[src/hw/rtl/alm_pkg.sv]
// Shared types, widths and codes of the audio level meter.
package alm_pkg;

  // Field and counter widths
  localparam int COUNT_W     = 32;
  localparam int SAMPLE_W    = 16;
  localparam int MAG_W       = 16;
  localparam int SQ_W        = 2 * MAG_W;
  localparam int SUMSQ_W     = 64;
  localparam int WCHUNK_W    = 8;
  localparam int LTHR_W      = 16;
  localparam int PTHR_W      = 16;
  localparam int RTHR_W      = 15;
  localparam int T2_W        = 2 * RTHR_W;
  localparam int RMS_W       = 20;
  localparam int LOUDH_W     = 14;
  localparam int CFG_INDEX_W = 2;
  localparam int CFG_DATA_W  = 16;

  // Loud share scale (hundredths of a percent)
  localparam int                 SCALE_W     = 14;
  localparam logic [SCALE_W-1:0] LOUD_SCALE  = 14'd10000;
  localparam int                 LOUD_NUM_W  = COUNT_W + SCALE_W;

  // Bit-serial divider: dividend is sumsq with 8 fraction bits
  localparam int FRAC_BITS  = 8;
  localparam int DIV_W      = SUMSQ_W + FRAC_BITS;
  localparam int DIV_STEPS  = DIV_W;
  localparam int DIV_CNT_W  = $clog2(DIV_STEPS);

  // Bit-serial square root: two radicand bits per step
  localparam int ROOT_W      = SUMSQ_W / 2;
  localparam int SQRT_STEPS  = ROOT_W;
  localparam int SQRT_CNT_W  = $clog2(SQRT_STEPS);
  localparam int SQRT_REM_W  = ROOT_W + 2;

  // Whole-unit bits kept before the root; a larger quotient is clamped to all ones
  localparam int QCLAMP_ONES = SUMSQ_W - FRAC_BITS - 1;

  // Register reset values
  localparam logic [WCHUNK_W-1:0] WINDOW_CHUNKS_RST  = 8'd0;
  localparam logic [LTHR_W-1:0]   LOUD_THRESHOLD_RST = 16'd1000;
  localparam logic [PTHR_W-1:0]   PEAK_THRESHOLD_RST = 16'd2000;
  localparam logic [RTHR_W-1:0]   RMS_THRESHOLD_RST  = 15'd40;

  // Input action codes
  typedef enum logic [1:0] {
    ACT_SAMPLE    = 2'd0,
    ACT_CHUNK_END = 2'd1,
    ACT_FINISH    = 2'd2
  } action_t;

  // Configuration register indexes
  typedef enum logic [CFG_INDEX_W-1:0] {
    CFG_WINDOW_CHUNKS  = 2'd0,
    CFG_LOUD_THRESHOLD = 2'd1,
    CFG_PEAK_THRESHOLD = 2'd2,
    CFG_RMS_THRESHOLD  = 2'd3
  } cfg_reg_t;

  // Report kinds
  localparam logic KIND_WINDOW = 1'b0;
  localparam logic KIND_TOTAL  = 1'b1;

  // Report sequencer states
  typedef enum logic [2:0] {
    R_IDLE,
    R_LDIV_GO,
    R_LDIV_WAIT,
    R_SDIV_GO,
    R_SDIV_WAIT,
    R_SQRT_GO,
    R_SQRT_WAIT,
    R_DONE
  } rpt_state_t;

  // Figures handed from the accumulators to the report sequencer
  typedef struct packed {
    logic                kind;
    logic [COUNT_W-1:0]  index;
    logic [COUNT_W-1:0]  chunks;
    logic [COUNT_W-1:0]  n;
    logic [MAG_W-1:0]    peak;
    logic [SUMSQ_W-1:0]  sumsq;
    logic [COUNT_W-1:0]  loud;
  } snap_t;

endpackage

[src/hw/rtl/alm_if.sv]
// Valid/ready channels of the audio level meter: audio beats in, report beats out.
interface alm_audio_if;
  import alm_pkg::*;

  logic                       valid;
  logic                       ready;
  logic [1:0]                 action;
  logic signed [SAMPLE_W-1:0] sample;

  modport source (output valid, action, sample, input ready);
  modport sink   (input valid, action, sample, output ready);
endinterface

interface alm_report_if;
  import alm_pkg::*;

  logic               valid;
  logic               ready;
  logic               report_kind;
  logic [COUNT_W-1:0] window_index;
  logic [COUNT_W-1:0] chunk_count;
  logic [COUNT_W-1:0] sample_count;
  logic [MAG_W-1:0]   peak_level;
  logic [RMS_W-1:0]   rms_q4;
  logic [LOUDH_W-1:0] loud_hundredths;
  logic               sound_detected;

  modport source (output valid, report_kind, window_index, chunk_count, sample_count,
                  peak_level, rms_q4, loud_hundredths, sound_detected, input ready);
  modport sink   (input valid, report_kind, window_index, chunk_count, sample_count,
                  peak_level, rms_q4, loud_hundredths, sound_detected, output ready);
endinterface

[src/hw/rtl/alm_div.sv]
// Restoring divider, one quotient bit per cycle.
module alm_div (
  input  logic                        clk,
  input  logic                        rst,
  input  logic                        start,
  input  logic [alm_pkg::DIV_W-1:0]   dividend,
  input  logic [alm_pkg::COUNT_W-1:0] divisor,
  output logic                        done,
  output logic [alm_pkg::DIV_W-1:0]   quot,
  output logic                        rem_nz
);
  import alm_pkg::*;

  logic                 busy;
  logic [DIV_CNT_W-1:0] cnt;
  logic [COUNT_W-1:0]   dvs;
  logic [COUNT_W-1:0]   rem;
  logic [COUNT_W:0]     rem_sh;
  logic [COUNT_W:0]     rem_sub;
  logic                 ge;

  // Bring down the next dividend bit and trial-subtract
  always_comb begin
    rem_sh  = {rem, quot[DIV_W-1]};
    ge      = (rem_sh >= {1'b0, dvs});
    rem_sub = rem_sh - {1'b0, dvs};
  end

  assign rem_nz = (rem != '0);

  // Shift one bit a cycle until all dividend bits are used
  always_ff @(posedge clk) begin
    if (rst) begin
      busy <= 1'b0;
      done <= 1'b0;
      cnt  <= '0;
    end else begin
      done <= 1'b0;
      if (start) begin
        busy <= 1'b1;
        cnt  <= '0;
        dvs  <= divisor;
        rem  <= '0;
        quot <= dividend;
      end else if (busy) begin
        rem  <= ge ? rem_sub[COUNT_W-1:0] : rem_sh[COUNT_W-1:0];
        quot <= {quot[DIV_W-2:0], ge};
        cnt  <= cnt + 1'b1;
        if (cnt == DIV_CNT_W'(DIV_STEPS - 1)) begin
          busy <= 1'b0;
          done <= 1'b1;
        end
      end
    end
  end
endmodule

[src/hw/rtl/alm_sqrt.sv]
// Digit-by-digit integer square root, one root bit per cycle.
module alm_sqrt (
  input  logic                        clk,
  input  logic                        rst,
  input  logic                        start,
  input  logic [alm_pkg::SUMSQ_W-1:0] radicand,
  output logic                        done,
  output logic [alm_pkg::ROOT_W-1:0]  root
);
  import alm_pkg::*;

  logic                  busy;
  logic [SQRT_CNT_W-1:0] cnt;
  logic [SUMSQ_W-1:0]    x;
  logic [SQRT_REM_W-1:0] rem;
  logic [SQRT_REM_W+1:0] rem_sh;
  logic [SQRT_REM_W+1:0] trial;
  logic [SQRT_REM_W+1:0] rem_sub;
  logic                  take;

  // Bring down two radicand bits and try root*4+1
  always_comb begin
    rem_sh  = {rem, x[SUMSQ_W-1 -: 2]};
    trial   = {2'b00, root, 2'b01};
    take    = (rem_sh >= trial);
    rem_sub = rem_sh - trial;
  end

  // Advance one root bit a cycle
  always_ff @(posedge clk) begin
    if (rst) begin
      busy <= 1'b0;
      done <= 1'b0;
      cnt  <= '0;
    end else begin
      done <= 1'b0;
      if (start) begin
        busy <= 1'b1;
        cnt  <= '0;
        x    <= radicand;
        rem  <= '0;
        root <= '0;
      end else if (busy) begin
        x    <= {x[SUMSQ_W-3:0], 2'b00};
        rem  <= take ? rem_sub[SQRT_REM_W-1:0] : rem_sh[SQRT_REM_W-1:0];
        root <= {root[ROOT_W-2:0], take};
        cnt  <= cnt + 1'b1;
        if (cnt == SQRT_CNT_W'(SQRT_STEPS - 1)) begin
          busy <= 1'b0;
          done <= 1'b1;
        end
      end
    end
  end
endmodule

[src/hw/rtl/alm_accum.sv]
// Input stage and running/window accumulators; hands report figures to the sequencer.
module alm_accum (
  input  logic                         clk,
  input  logic                         rst,
  input  logic [alm_pkg::WCHUNK_W-1:0] window_chunks,
  input  logic [alm_pkg::LTHR_W-1:0]   loud_threshold,
  input  logic                         rpt_busy,
  alm_audio_if.sink                    audio,
  output alm_pkg::snap_t               snap,
  output logic                         snap_valid
);
  import alm_pkg::*;

  // Input stage
  logic               s2_valid;
  action_t            s2_action;
  logic [MAG_W-1:0]   s2_mag;
  logic [SQ_W-1:0]    s2_sq;
  logic               s2_loud;

  // Running totals
  logic [SUMSQ_W-1:0] tot_sumsq;
  logic [COUNT_W-1:0] tot_n;
  logic [COUNT_W-1:0] tot_loud;
  logic [COUNT_W-1:0] tot_chunks;
  logic [MAG_W-1:0]   tot_peak;

  // Window state
  logic [WCHUNK_W-1:0] win_seen;
  logic [SUMSQ_W-1:0]  win_sumsq;
  logic [COUNT_W-1:0]  win_n;
  logic [MAG_W-1:0]    win_peak;
  logic [COUNT_W-1:0]  win_number;

  logic                accept;
  logic [MAG_W-1:0]    mag;
  logic                is_sample;
  logic                is_end;
  logic                is_finish;
  logic                win_close;
  logic                trig;
  logic [WCHUNK_W-1:0] seen_inc;
  logic [SUMSQ_W:0]    tot_sum_raw;
  logic [SUMSQ_W:0]    win_sum_raw;
  logic [SUMSQ_W-1:0]  tot_sumsq_next;
  logic [SUMSQ_W-1:0]  win_sumsq_next;
  logic [COUNT_W-1:0]  tot_n_next;
  logic [COUNT_W-1:0]  win_n_next;
  logic [MAG_W-1:0]    tot_peak_next;
  logic [MAG_W-1:0]    win_peak_next;

  // Magnitude of the two's complement sample
  assign mag    = audio.sample[SAMPLE_W-1] ? (~audio.sample + 1'b1) : audio.sample;
  assign accept = audio.valid && audio.ready;

  // Decode the beat in the input stage
  always_comb begin
    is_sample = s2_valid && (s2_action == ACT_SAMPLE || s2_action == ACT_CHUNK_END);
    is_end    = s2_valid && (s2_action == ACT_CHUNK_END);
    is_finish = s2_valid && (s2_action == ACT_FINISH);
    seen_inc  = (win_seen != '1) ? win_seen + 1'b1 : win_seen;
    win_close = is_end && (window_chunks != '0) && (seen_inc >= window_chunks);
    trig      = win_close || is_finish;
  end

  // Hold off new beats while a report is being formed
  assign audio.ready = !rst && !trig && !snap_valid && !rpt_busy;

  // Saturating updates
  always_comb begin
    tot_sum_raw    = {1'b0, tot_sumsq} + (SUMSQ_W + 1)'(s2_sq);
    win_sum_raw    = {1'b0, win_sumsq} + (SUMSQ_W + 1)'(s2_sq);
    tot_sumsq_next = tot_sum_raw[SUMSQ_W] ? '1 : tot_sum_raw[SUMSQ_W-1:0];
    win_sumsq_next = win_sum_raw[SUMSQ_W] ? '1 : win_sum_raw[SUMSQ_W-1:0];
    tot_n_next     = (tot_n != '1) ? tot_n + 1'b1 : tot_n;
    win_n_next     = (win_n != '1) ? win_n + 1'b1 : win_n;
    tot_peak_next  = (s2_mag > tot_peak) ? s2_mag : tot_peak;
    win_peak_next  = (s2_mag > win_peak) ? s2_mag : win_peak;
  end

  // Register the beat; square and loud test go in with it
  always_ff @(posedge clk) begin
    if (rst) begin
      s2_valid <= 1'b0;
    end else begin
      s2_valid <= accept;
    end
    if (accept) begin
      s2_action <= action_t'(audio.action);
      s2_mag    <= mag;
      s2_sq     <= mag * mag;
      s2_loud   <= (mag > loud_threshold);
    end
  end

  // Accumulate, close windows, snapshot on reports
  always_ff @(posedge clk) begin
    if (rst) begin
      snap_valid <= 1'b0;
      tot_sumsq  <= '0;
      tot_n      <= '0;
      tot_loud   <= '0;
      tot_chunks <= '0;
      tot_peak   <= '0;
      win_seen   <= '0;
      win_sumsq  <= '0;
      win_n      <= '0;
      win_peak   <= '0;
      win_number <= '0;
    end else begin
      snap_valid <= trig;
      if (is_sample) begin
        tot_sumsq <= tot_sumsq_next;
        tot_n     <= tot_n_next;
        tot_peak  <= tot_peak_next;
        // A closing beat clears the window instead
        if (!win_close) begin
          win_sumsq <= win_sumsq_next;
          win_n     <= win_n_next;
          win_peak  <= win_peak_next;
        end
        if (s2_loud && tot_loud != '1) begin
          tot_loud <= tot_loud + 1'b1;
        end
      end
      if (is_end) begin
        if (tot_chunks != '1) begin
          tot_chunks <= tot_chunks + 1'b1;
        end
        if (window_chunks != '0 && !win_close) begin
          win_seen <= seen_inc;
        end
      end
      if (win_close) begin
        snap.kind   <= KIND_WINDOW;
        snap.index  <= win_number;
        snap.chunks <= COUNT_W'(seen_inc);
        snap.n      <= win_n_next;
        snap.peak   <= win_peak_next;
        snap.sumsq  <= win_sumsq_next;
        snap.loud   <= '0;
        if (win_number != '1) begin
          win_number <= win_number + 1'b1;
        end
        win_seen  <= '0;
        win_sumsq <= '0;
        win_n     <= '0;
        win_peak  <= '0;
      end
      if (is_finish) begin
        snap.kind   <= KIND_TOTAL;
        snap.index  <= '0;
        snap.chunks <= tot_chunks;
        snap.n      <= tot_n;
        snap.peak   <= tot_peak;
        snap.sumsq  <= tot_sumsq;
        snap.loud   <= tot_loud;
        tot_sumsq   <= '0;
        tot_n       <= '0;
        tot_loud    <= '0;
        tot_chunks  <= '0;
        tot_peak    <= '0;
        win_seen    <= '0;
        win_sumsq   <= '0;
        win_n       <= '0;
        win_peak    <= '0;
        win_number  <= '0;
      end
    end
  end
endmodule

[src/hw/rtl/alm_report.sv]
// Report sequencer: loud share (total reports) and RMS through the serial divider and root, output register.
module alm_report (
  input  logic                       clk,
  input  logic                       rst,
  input  alm_pkg::snap_t             snap,
  input  logic                       snap_valid,
  input  logic [alm_pkg::PTHR_W-1:0] peak_threshold,
  input  logic [alm_pkg::RTHR_W-1:0] rms_threshold,
  output logic                       busy,
  alm_report_if.source               report
);
  import alm_pkg::*;

  rpt_state_t            state;
  rpt_state_t            state_next;
  snap_t                 cur;
  logic [LOUD_NUM_W-1:0] loud_num;
  logic [T2_W-1:0]       t2;
  logic [LOUDH_W-1:0]    loud_h;
  logic [RMS_W-1:0]      rms;
  logic                  snd;

  logic                  div_start;
  logic [DIV_W-1:0]      div_dividend;
  logic                  div_done;
  logic [DIV_W-1:0]      div_quot;
  logic                  div_rem_nz;
  logic                  sqrt_start;
  logic                  sqrt_done;
  logic [ROOT_W-1:0]     sqrt_root;
  logic [SUMSQ_W-1:0]    radicand;
  logic [SUMSQ_W-1:0]    q_whole;
  logic                  frac_nz;
  logic                  snd_calc;
  logic                  out_load;

  alm_div u_div (
    .clk      (clk),
    .rst      (rst),
    .start    (div_start),
    .dividend (div_dividend),
    .divisor  (cur.n),
    .done     (div_done),
    .quot     (div_quot),
    .rem_nz   (div_rem_nz)
  );

  alm_sqrt u_sqrt (
    .clk      (clk),
    .rst      (rst),
    .start    (sqrt_start),
    .radicand (radicand),
    .done     (sqrt_done),
    .root     (sqrt_root)
  );

  // Next state
  always_comb begin
    state_next = state;
    case (state)
      R_IDLE: begin
        if (snap_valid) begin
          state_next = (snap.kind == KIND_TOTAL) ? R_LDIV_GO : R_SDIV_GO;
        end
      end
      R_LDIV_GO:   state_next = R_LDIV_WAIT;
      R_LDIV_WAIT: if (div_done) state_next = R_SDIV_GO;
      R_SDIV_GO:   state_next = R_SDIV_WAIT;
      R_SDIV_WAIT: if (div_done) state_next = R_SQRT_GO;
      R_SQRT_GO:   state_next = R_SQRT_WAIT;
      R_SQRT_WAIT: if (sqrt_done) state_next = R_DONE;
      R_DONE: begin
        if (!report.valid || report.ready) begin
          state_next = R_IDLE;
        end
      end
      default: state_next = R_IDLE;
    endcase
  end

  // Sequencer outputs
  always_comb begin
    busy         = (state != R_IDLE);
    div_start    = (state == R_LDIV_GO) || (state == R_SDIV_GO);
    div_dividend = (state == R_LDIV_GO) ? DIV_W'(loud_num) : {cur.sumsq, {FRAC_BITS{1'b0}}};
    sqrt_start   = (state == R_SQRT_GO);
    out_load     = (state == R_DONE) && (!report.valid || report.ready);
  end

  // Clamp the scaled mean square and test it against the threshold
  always_comb begin
    q_whole  = div_quot[DIV_W-1:FRAC_BITS];
    frac_nz  = (div_quot[FRAC_BITS-1:0] != '0) || div_rem_nz;
    radicand = (div_quot[DIV_W-1:SUMSQ_W-1] != '0)
             ? {1'b0, {QCLAMP_ONES{1'b1}}, div_quot[FRAC_BITS-1:0]}
             : div_quot[SUMSQ_W-1:0];
    snd_calc = (cur.peak > peak_threshold) && (cur.n != '0)
             && ((q_whole > SUMSQ_W'(t2)) || ((q_whole == SUMSQ_W'(t2)) && frac_nz));
  end

  always_ff @(posedge clk) begin
    if (rst) begin
      state <= R_IDLE;
    end else begin
      state <= state_next;
    end
  end

  // Capture figures and intermediate results
  always_ff @(posedge clk) begin
    if (state == R_IDLE && snap_valid) begin
      cur      <= snap;
      loud_num <= LOUD_NUM_W'(snap.loud) * LOUD_NUM_W'(LOUD_SCALE);
      t2       <= T2_W'(rms_threshold) * T2_W'(rms_threshold);
      loud_h   <= '0;
    end
    if (state == R_LDIV_WAIT && div_done) begin
      loud_h <= (cur.n == '0) ? '0 : div_quot[LOUDH_W-1:0];
    end
    if (state == R_SQRT_GO) begin
      snd <= snd_calc;
    end
    if (state == R_SQRT_WAIT && sqrt_done) begin
      rms <= (cur.n == '0) ? '0 : sqrt_root[RMS_W-1:0];
    end
  end

  // Output register: load a finished report, drop it once taken
  always_ff @(posedge clk) begin
    if (rst) begin
      report.valid <= 1'b0;
    end else if (out_load) begin
      report.valid <= 1'b1;
    end else if (report.ready) begin
      report.valid <= 1'b0;
    end
    if (out_load) begin
      report.report_kind     <= cur.kind;
      report.window_index    <= cur.index;
      report.chunk_count     <= cur.chunks;
      report.sample_count    <= cur.n;
      report.peak_level      <= cur.peak;
      report.rms_q4          <= rms;
      report.loud_hundredths <= loud_h;
      report.sound_detected  <= snd;
    end
  end
endmodule

[src/hw/rtl/audio_level_meter_unit.sv]
// Audio level meter top level: configuration registers, accumulators and report sequencer.
//
// Use: audio beats (action, sample) enter on the audio channel, reports leave on the
// report channel; both are valid/ready. Action sample or chunk end updates peak, sum of
// squares and counts; when window_chunks is nonzero, a chunk end that completes
// window_chunks chunks yields a window report. A finish beat yields a total report and
// clears all statistics. Throughput: one sample beat per cycle while ready is high. A
// beat that closes a window or a finish beat holds ready low until its report is formed
// by the bit-serial divider (one division for a window report, two for a total report)
// and the bit-serial square root, and the sequencer has loaded the output register.
// A report passes the input stage, the snapshot register, the report sequencer and the
// output register.
// Configuration: cfg_we writes cfg_data into register cfg_index (0 window_chunks,
// 1 loud_threshold, 2 peak_threshold, 3 rms_threshold); write only while idle.
// Reset (rst, synchronous): statistics cleared, registers to 0/1000/2000/40, no report.
// Receiver stall: the finished report waits in the output register; the block keeps
// accepting sample beats, and the next report waits for the register to empty.
module audio_level_meter_unit (
  input  logic                           clk,
  input  logic                           rst,
  input  logic                           cfg_we,
  input  logic [alm_pkg::CFG_INDEX_W-1:0] cfg_index,
  input  logic [alm_pkg::CFG_DATA_W-1:0]  cfg_data,
  alm_audio_if.sink                      audio,
  alm_report_if.source                   report
);
  import alm_pkg::*;

  logic [WCHUNK_W-1:0] window_chunks;
  logic [LTHR_W-1:0]   loud_threshold;
  logic [PTHR_W-1:0]   peak_threshold;
  logic [RTHR_W-1:0]   rms_threshold;
  snap_t               snap;
  logic                snap_valid;
  logic                rpt_busy;

  // Configuration registers
  always_ff @(posedge clk) begin
    if (rst) begin
      window_chunks  <= WINDOW_CHUNKS_RST;
      loud_threshold <= LOUD_THRESHOLD_RST;
      peak_threshold <= PEAK_THRESHOLD_RST;
      rms_threshold  <= RMS_THRESHOLD_RST;
    end else if (cfg_we) begin
      case (cfg_index)
        CFG_WINDOW_CHUNKS:  window_chunks  <= cfg_data[WCHUNK_W-1:0];
        CFG_LOUD_THRESHOLD: loud_threshold <= cfg_data[LTHR_W-1:0];
        CFG_PEAK_THRESHOLD: peak_threshold <= cfg_data[PTHR_W-1:0];
        CFG_RMS_THRESHOLD:  rms_threshold  <= cfg_data[RTHR_W-1:0];
        default: ;
      endcase
    end
  end

  alm_accum u_accum (
    .clk            (clk),
    .rst            (rst),
    .window_chunks  (window_chunks),
    .loud_threshold (loud_threshold),
    .rpt_busy       (rpt_busy),
    .audio          (audio),
    .snap           (snap),
    .snap_valid     (snap_valid)
  );

  alm_report u_report (
    .clk            (clk),
    .rst            (rst),
    .snap           (snap),
    .snap_valid     (snap_valid),
    .peak_threshold (peak_threshold),
    .rms_threshold  (rms_threshold),
    .busy           (rpt_busy),
    .report         (report)
  );
endmodule

[src/flat_wrapper.sv]
// flat-port wrapper written by rule: the top's interface ports become plain ports
module audio_level_meter_unit_flat import alm_pkg::*;
  (clk, rst, cfg_we, cfg_index, cfg_data, audio_valid, audio_action, audio_sample, audio_ready, report_valid, report_report_kind, report_window_index, report_chunk_count, report_sample_count, report_peak_level, report_rms_q4, report_loud_hundredths, report_sound_detected, report_ready);
  alm_audio_if audio_i ();
  alm_report_if report_i ();
  input  logic clk;
  input  logic rst;
  input  logic cfg_we;
  input  logic [alm_pkg::CFG_INDEX_W-1:0] cfg_index;
  input  logic [alm_pkg::CFG_DATA_W-1:0] cfg_data;
  input wire logic [$bits(audio_i.valid)-1:0] audio_valid;
  input wire logic [$bits(audio_i.action)-1:0] audio_action;
  input wire logic [$bits(audio_i.sample)-1:0] audio_sample;
  output wire logic [$bits(audio_i.ready)-1:0] audio_ready;
  output wire logic [$bits(report_i.valid)-1:0] report_valid;
  output wire logic [$bits(report_i.report_kind)-1:0] report_report_kind;
  output wire logic [$bits(report_i.window_index)-1:0] report_window_index;
  output wire logic [$bits(report_i.chunk_count)-1:0] report_chunk_count;
  output wire logic [$bits(report_i.sample_count)-1:0] report_sample_count;
  output wire logic [$bits(report_i.peak_level)-1:0] report_peak_level;
  output wire logic [$bits(report_i.rms_q4)-1:0] report_rms_q4;
  output wire logic [$bits(report_i.loud_hundredths)-1:0] report_loud_hundredths;
  output wire logic [$bits(report_i.sound_detected)-1:0] report_sound_detected;
  input wire logic [$bits(report_i.ready)-1:0] report_ready;
  assign audio_i.valid = audio_valid;
  assign audio_i.action = audio_action;
  assign audio_i.sample = audio_sample;
  assign audio_ready = audio_i.ready;
  assign report_valid = report_i.valid;
  assign report_report_kind = report_i.report_kind;
  assign report_window_index = report_i.window_index;
  assign report_chunk_count = report_i.chunk_count;
  assign report_sample_count = report_i.sample_count;
  assign report_peak_level = report_i.peak_level;
  assign report_rms_q4 = report_i.rms_q4;
  assign report_loud_hundredths = report_i.loud_hundredths;
  assign report_sound_detected = report_i.sound_detected;
  assign report_i.ready = report_ready;
  audio_level_meter_unit u_core (.clk(clk), .rst(rst), .cfg_we(cfg_we), .cfg_index(cfg_index), .cfg_data(cfg_data), .audio(audio_i), .report(report_i));
endmodule
[config.mk]
export PLATFORM = sky130hd
export DESIGN_NAME = audio_level_meter_unit_flat
export DESIGN_NICKNAME = d
export VERILOG_FILES = /design/src/hw/rtl/alm_pkg.sv /design/src/hw/rtl/alm_if.sv /design/src/hw/rtl/alm_div.sv /design/src/hw/rtl/alm_sqrt.sv /design/src/hw/rtl/alm_accum.sv /design/src/hw/rtl/alm_report.sv /design/src/hw/rtl/audio_level_meter_unit.sv /design/src/flat_wrapper.sv
export SDC_FILE = /design/constraint.sdc
export NUM_CORES = 2
export LEC_CHECK = 0
export CORE_MARGIN = 2
export CORE_UTILIZATION = 60
export DETAILED_ROUTE_END_ITERATION = 6
export DONT_BUFFER_PORTS = 1
export PLACE_DENSITY = 0.85
export SLEW_MARGIN = 0
export SYNTH_ARGS = -nofsm -noshare
export SYNTH_HDL_FRONTEND = slang
export SYNTH_SLANG_ARGS = --single-unit
[constraint.sdc]
create_clock -name clk -period 33 [get_ports clk]
set_input_delay 6.6 -clock clk [delete_from_list [all_inputs] [get_ports clk]]
set_output_delay 6.6 -clock clk [all_outputs]
set_load 0.005 [all_outputs]
==> results.cfg <==
[clock_tree]
post_cts_resized = 0
cts_inserted_buffers = 139
tritoncts = done
root_buffer = clkbuf_16
post_cts_buffers = 0
worst_skew_pair.late_latency_ns = 0.81
path_clk_slew_ns = 0.07
cts_sinks = 1360
ctsHoldBuffers = 0
cts_max_level = 4
cts_buffer_depth = 3

[placed_design]
dp_hpwl_mm = 132.9
dp_cells = 9254
place_area_um2 = 81660
gp_congestion = 0.9458
port_buffers = 0
dp_slack_ns = 17.48

[critical_path]
cpPeakStageDelay_ns = 0.65
crit_end = u_core.u_accum.s2_sq[31]
startpoint = audio_sample[0]
required_ns = 33.54
r2r_slack_ns = 26.03
endpoint_kind = flop
reg2reg_from = u_core.rms_threshold[8]
path_class = input port to flop
crit_slowest_cell = clkinv_1
crit_fanout = 18
start_kind = input port
worstReg2RegEnd = u_core.u_report.t2[29]
cp.arrival_ns = 15.32
reg2regPathDepth = 21

[yosys]
synth-simple-area-share = 0.1421
synth_xor_area_frac = 0.04609
synth_seq_area_share = 0.4598
synth_compound_area_frac = 0.1023
syn_inst = 7729
ys_types = 101
synth_edf_count = 955
syn_area_um2 = 80010
synthMuxAreaShare = 0.01281
synthAdderAreaFrac = 0.1815
ys_ff_latch = 1360
async_reset_ff_frac = 0
avgSynthCellArea_um2 = 10.35
synth-main-ff-cell = edfxtp_1
synth_top_family_by_area = adder cells
yosys_warnings = 0

[final_layout]
area_delta_synth_final_pct = 8.180
instances_no_fill = 9520
fin_nets = 8610
layout-drive-gt1-share = 0.04666
final_area_um2 = 86550

[sta]
finalCriticalPeriod_ns = 14.79
finalSetupTns_ns = 0
relSlewSlack = 0.01209
finClkSkew_ns = 0.06654
fmaxAchievable_mhz = 67.64
finalCritPeriodShare = 0.4480
tightest_slew_ns = 1.468
slew_viol_final = 0
hold_slack_ns = 0.4167
rsz0062_at_grt = false
setup_viol_count_final = 0
fin_ws_ns = 18.21
final-hold-violation-count = 0

[pwr]
seq_power_share = 0.343
power.internal_mw = 3.801
power_frac_clock = 0.282
p_leak_nw = 36.04
power.density_nw_per_um2 = 67.54
p_comb_frac = 0.375
p_sw_frac = 0.3499
ir_drop_mv = 0.1780
switchingPower_mw = 2.045

[global_routing]
grt_pass1_wl_mm = 302.5
grt_max_degree = 163
grt-ovfl-total = 0
antenna_found_initial = 9
first_global_vias = 57430
grtUsageTotal = 0.2778

[routing]
detail-route-antenna-nets = 0
num_vias = 57230
wl_per_cell_um = 19.84
post-route-drc-count = 0
routed_wl_mm = 188.9
drt-initial-drc-count = 5797
vias_per_cell = 6.012
firstDrtPassIters = 5

[worst_hold_path]
hold_class = flop to flop

[run]
drv_cap = 1

[floorplan]
start_util = 0.6063
std_cell_rows = 133
fp.dieH_um = 369.2
die_w_um = 369.2
ios = 191
core_area_um2 = 132000
die_area_um2 = 136300

[run_status]
violations = capacitance limit
run_status = finished with violations
-- critical path: cells and delay by family --
family,cells,cell delay [ns]
buf+inv,7,1.39
compound gates,10,2.17
fa+ha+maj,8,3.76
xor+xnor,2,0.57
simple gates,3,0.83
-- how the worst min path moves through the flow --
stage,slack [ns],depth (start not counted),startpoint,endpoint
floorplan,0.40,0,u_core.u_accum.snap[100],u_core.u_report.cur[100]
global placement,0.40,0,u_core.u_accum.snap[113],u_core.u_report.cur[113]
detailed placement,0.40,0,u_core.u_accum.snap[117],u_core.u_report.cur[117]
CTS,0.41,0,u_core.u_accum.snap[89],u_core.u_report.cur[89]
global route,0.42,0,u_core.u_accum.snap[50],u_core.u_report.cur[50]
finish,0.42,0,u_core.u_accum.snap[83],u_core.u_report.cur[83]
-- registers in the layout, indices dropped and copies added (netlist names), 34 cells and up --
register and cells:
u_core.u_accum.snap 209, u_core.u_accum.tot_sumsq 64, u_core.u_accum.win_sumsq 64, u_core.u_report.cur 177
u_core.u_report.loud_num 42, u_core.u_report.u_div.quot 72, u_core.u_report.u_sqrt.rem 34, u_core.u_report.u_sqrt.x 64
-- layout make-up --
type                    instances  area (µm²)
repair buffers                 44       355.3
fillers                      9353       45410
inverters                     885        3326
diodes                          7       17.52
multi-input cells            5210       38990
flip-flops and latches       1360       36790
clock buffers                 174        3711
clock inverters                85        1166
well taps                    1755        2196
-- power by group through the flow --
stage	clock network, mW	logic, mW	registers, mW
after floorplan	0	1.71	2.02
after global placement	0	2.07	2.04
after detailed placement	0	2.15	2.04
after CTS	1.67	2.18	2.00
after global routing	1.73	2.49	2.01
final	1.65	2.19	2.00
-- placed cells by master, fill, tap and decap left out, types with 139 or more instances in the layout --
cell | synthesis | routed
o21ai_0 | 331 | 330
xnor2_1 | 236 | 235
a21oi_1 | 437 | 435
edfxtp_1 | 955 | 955
nor2_1 | 691 | 685
ha_1 | 543 | 543
nand2_1 | 785 | 784
and2_1 | 192 | 191
fa_1 | 386 | 386
xor2_1 | 185 | 185
clkbuf_16 | 0 | 139
a21o_1 | 139 | 139
dfxtp_1 | 405 | 404
nand3_1 | 196 | 196
inv_1 | 878 | 877
-- Yosys cell counts (30+ instances only) --
| cell type | count | share of area |
|---|---|---|
| nand2b_1 | 44 | 0.0034 |
| nand3_1 | 196 | 0.012 |
| nor2_1 | 691 | 0.032 |
| fa_1 | 386 | 0.097 |
| a21oi_1 | 437 | 0.027 |
| xor2_1 | 185 | 0.020 |
| inv_1 | 878 | 0.041 |
| o21a_1 | 56 | 0.0053 |
| mux2i_1 | 99 | 0.012 |
| nor2b_1 | 41 | 0.0032 |
| o21bai_1 | 30 | 0.0028 |
| nor3_1 | 89 | 0.0056 |
| o21ai_0 | 331 | 0.021 |
| clkbuf_1 | 244 | 0.011 |
| a211oi_1 | 62 | 0.0058 |
| and2_1 | 192 | 0.015 |
| and3_1 | 63 | 0.0049 |
| edfxtp_1 | 955 | 0.36 |
| or3_1 | 45 | 0.0035 |
| nand2_1 | 785 | 0.037 |
| a21o_1 | 139 | 0.013 |
| ha_1 | 543 | 0.085 |
| xnor2_1 | 236 | 0.026 |
| dfxtp_1 | 405 | 0.10 |
| o31ai_1 | 44 | 0.0041 |
| nor4_1 | 62 | 0.0048 |
| a31oi_1 | 54 | 0.0042 |
| nand4_1 | 108 | 0.0084 |
-- cells by family after synthesis --
logic type               count (synthesis)
AND/OR/NAND/NOR                       2429
other                                    2
multiplexers                           102
adder cells (fa/ha/maj)                929
flip-flops                            1360
XOR/XNOR                               421
buffers and inverters                 1168
AO/OA/AOI/OAI                         1318
-- routing by layer --
layer / share of wire / track usage / vias to the layer above
met4: 0.042 / 0.1232 / 8
li1: - / - / 26380
met5: 0.00028 / 0 / -
met3: 0.077 / 0.04999 / 475
met2: 0.49 / 0.4671 / 2494
met1: 0.39 / 0.3516 / 27880
-- through the flow --
| step | total power, mW | utilization |
|---|---|---|
| floorplan | 3.729 | - |
| global placement | 4.110 | 0.6188 |
| detailed placement | 4.191 | 0.6188 |
| CTS | 5.849 | 0.6558 |
| global route | 6.224 | 0.6559 |
| finish | 5.846 | 0.6559 |
Power figures use the tool's default switching activity.
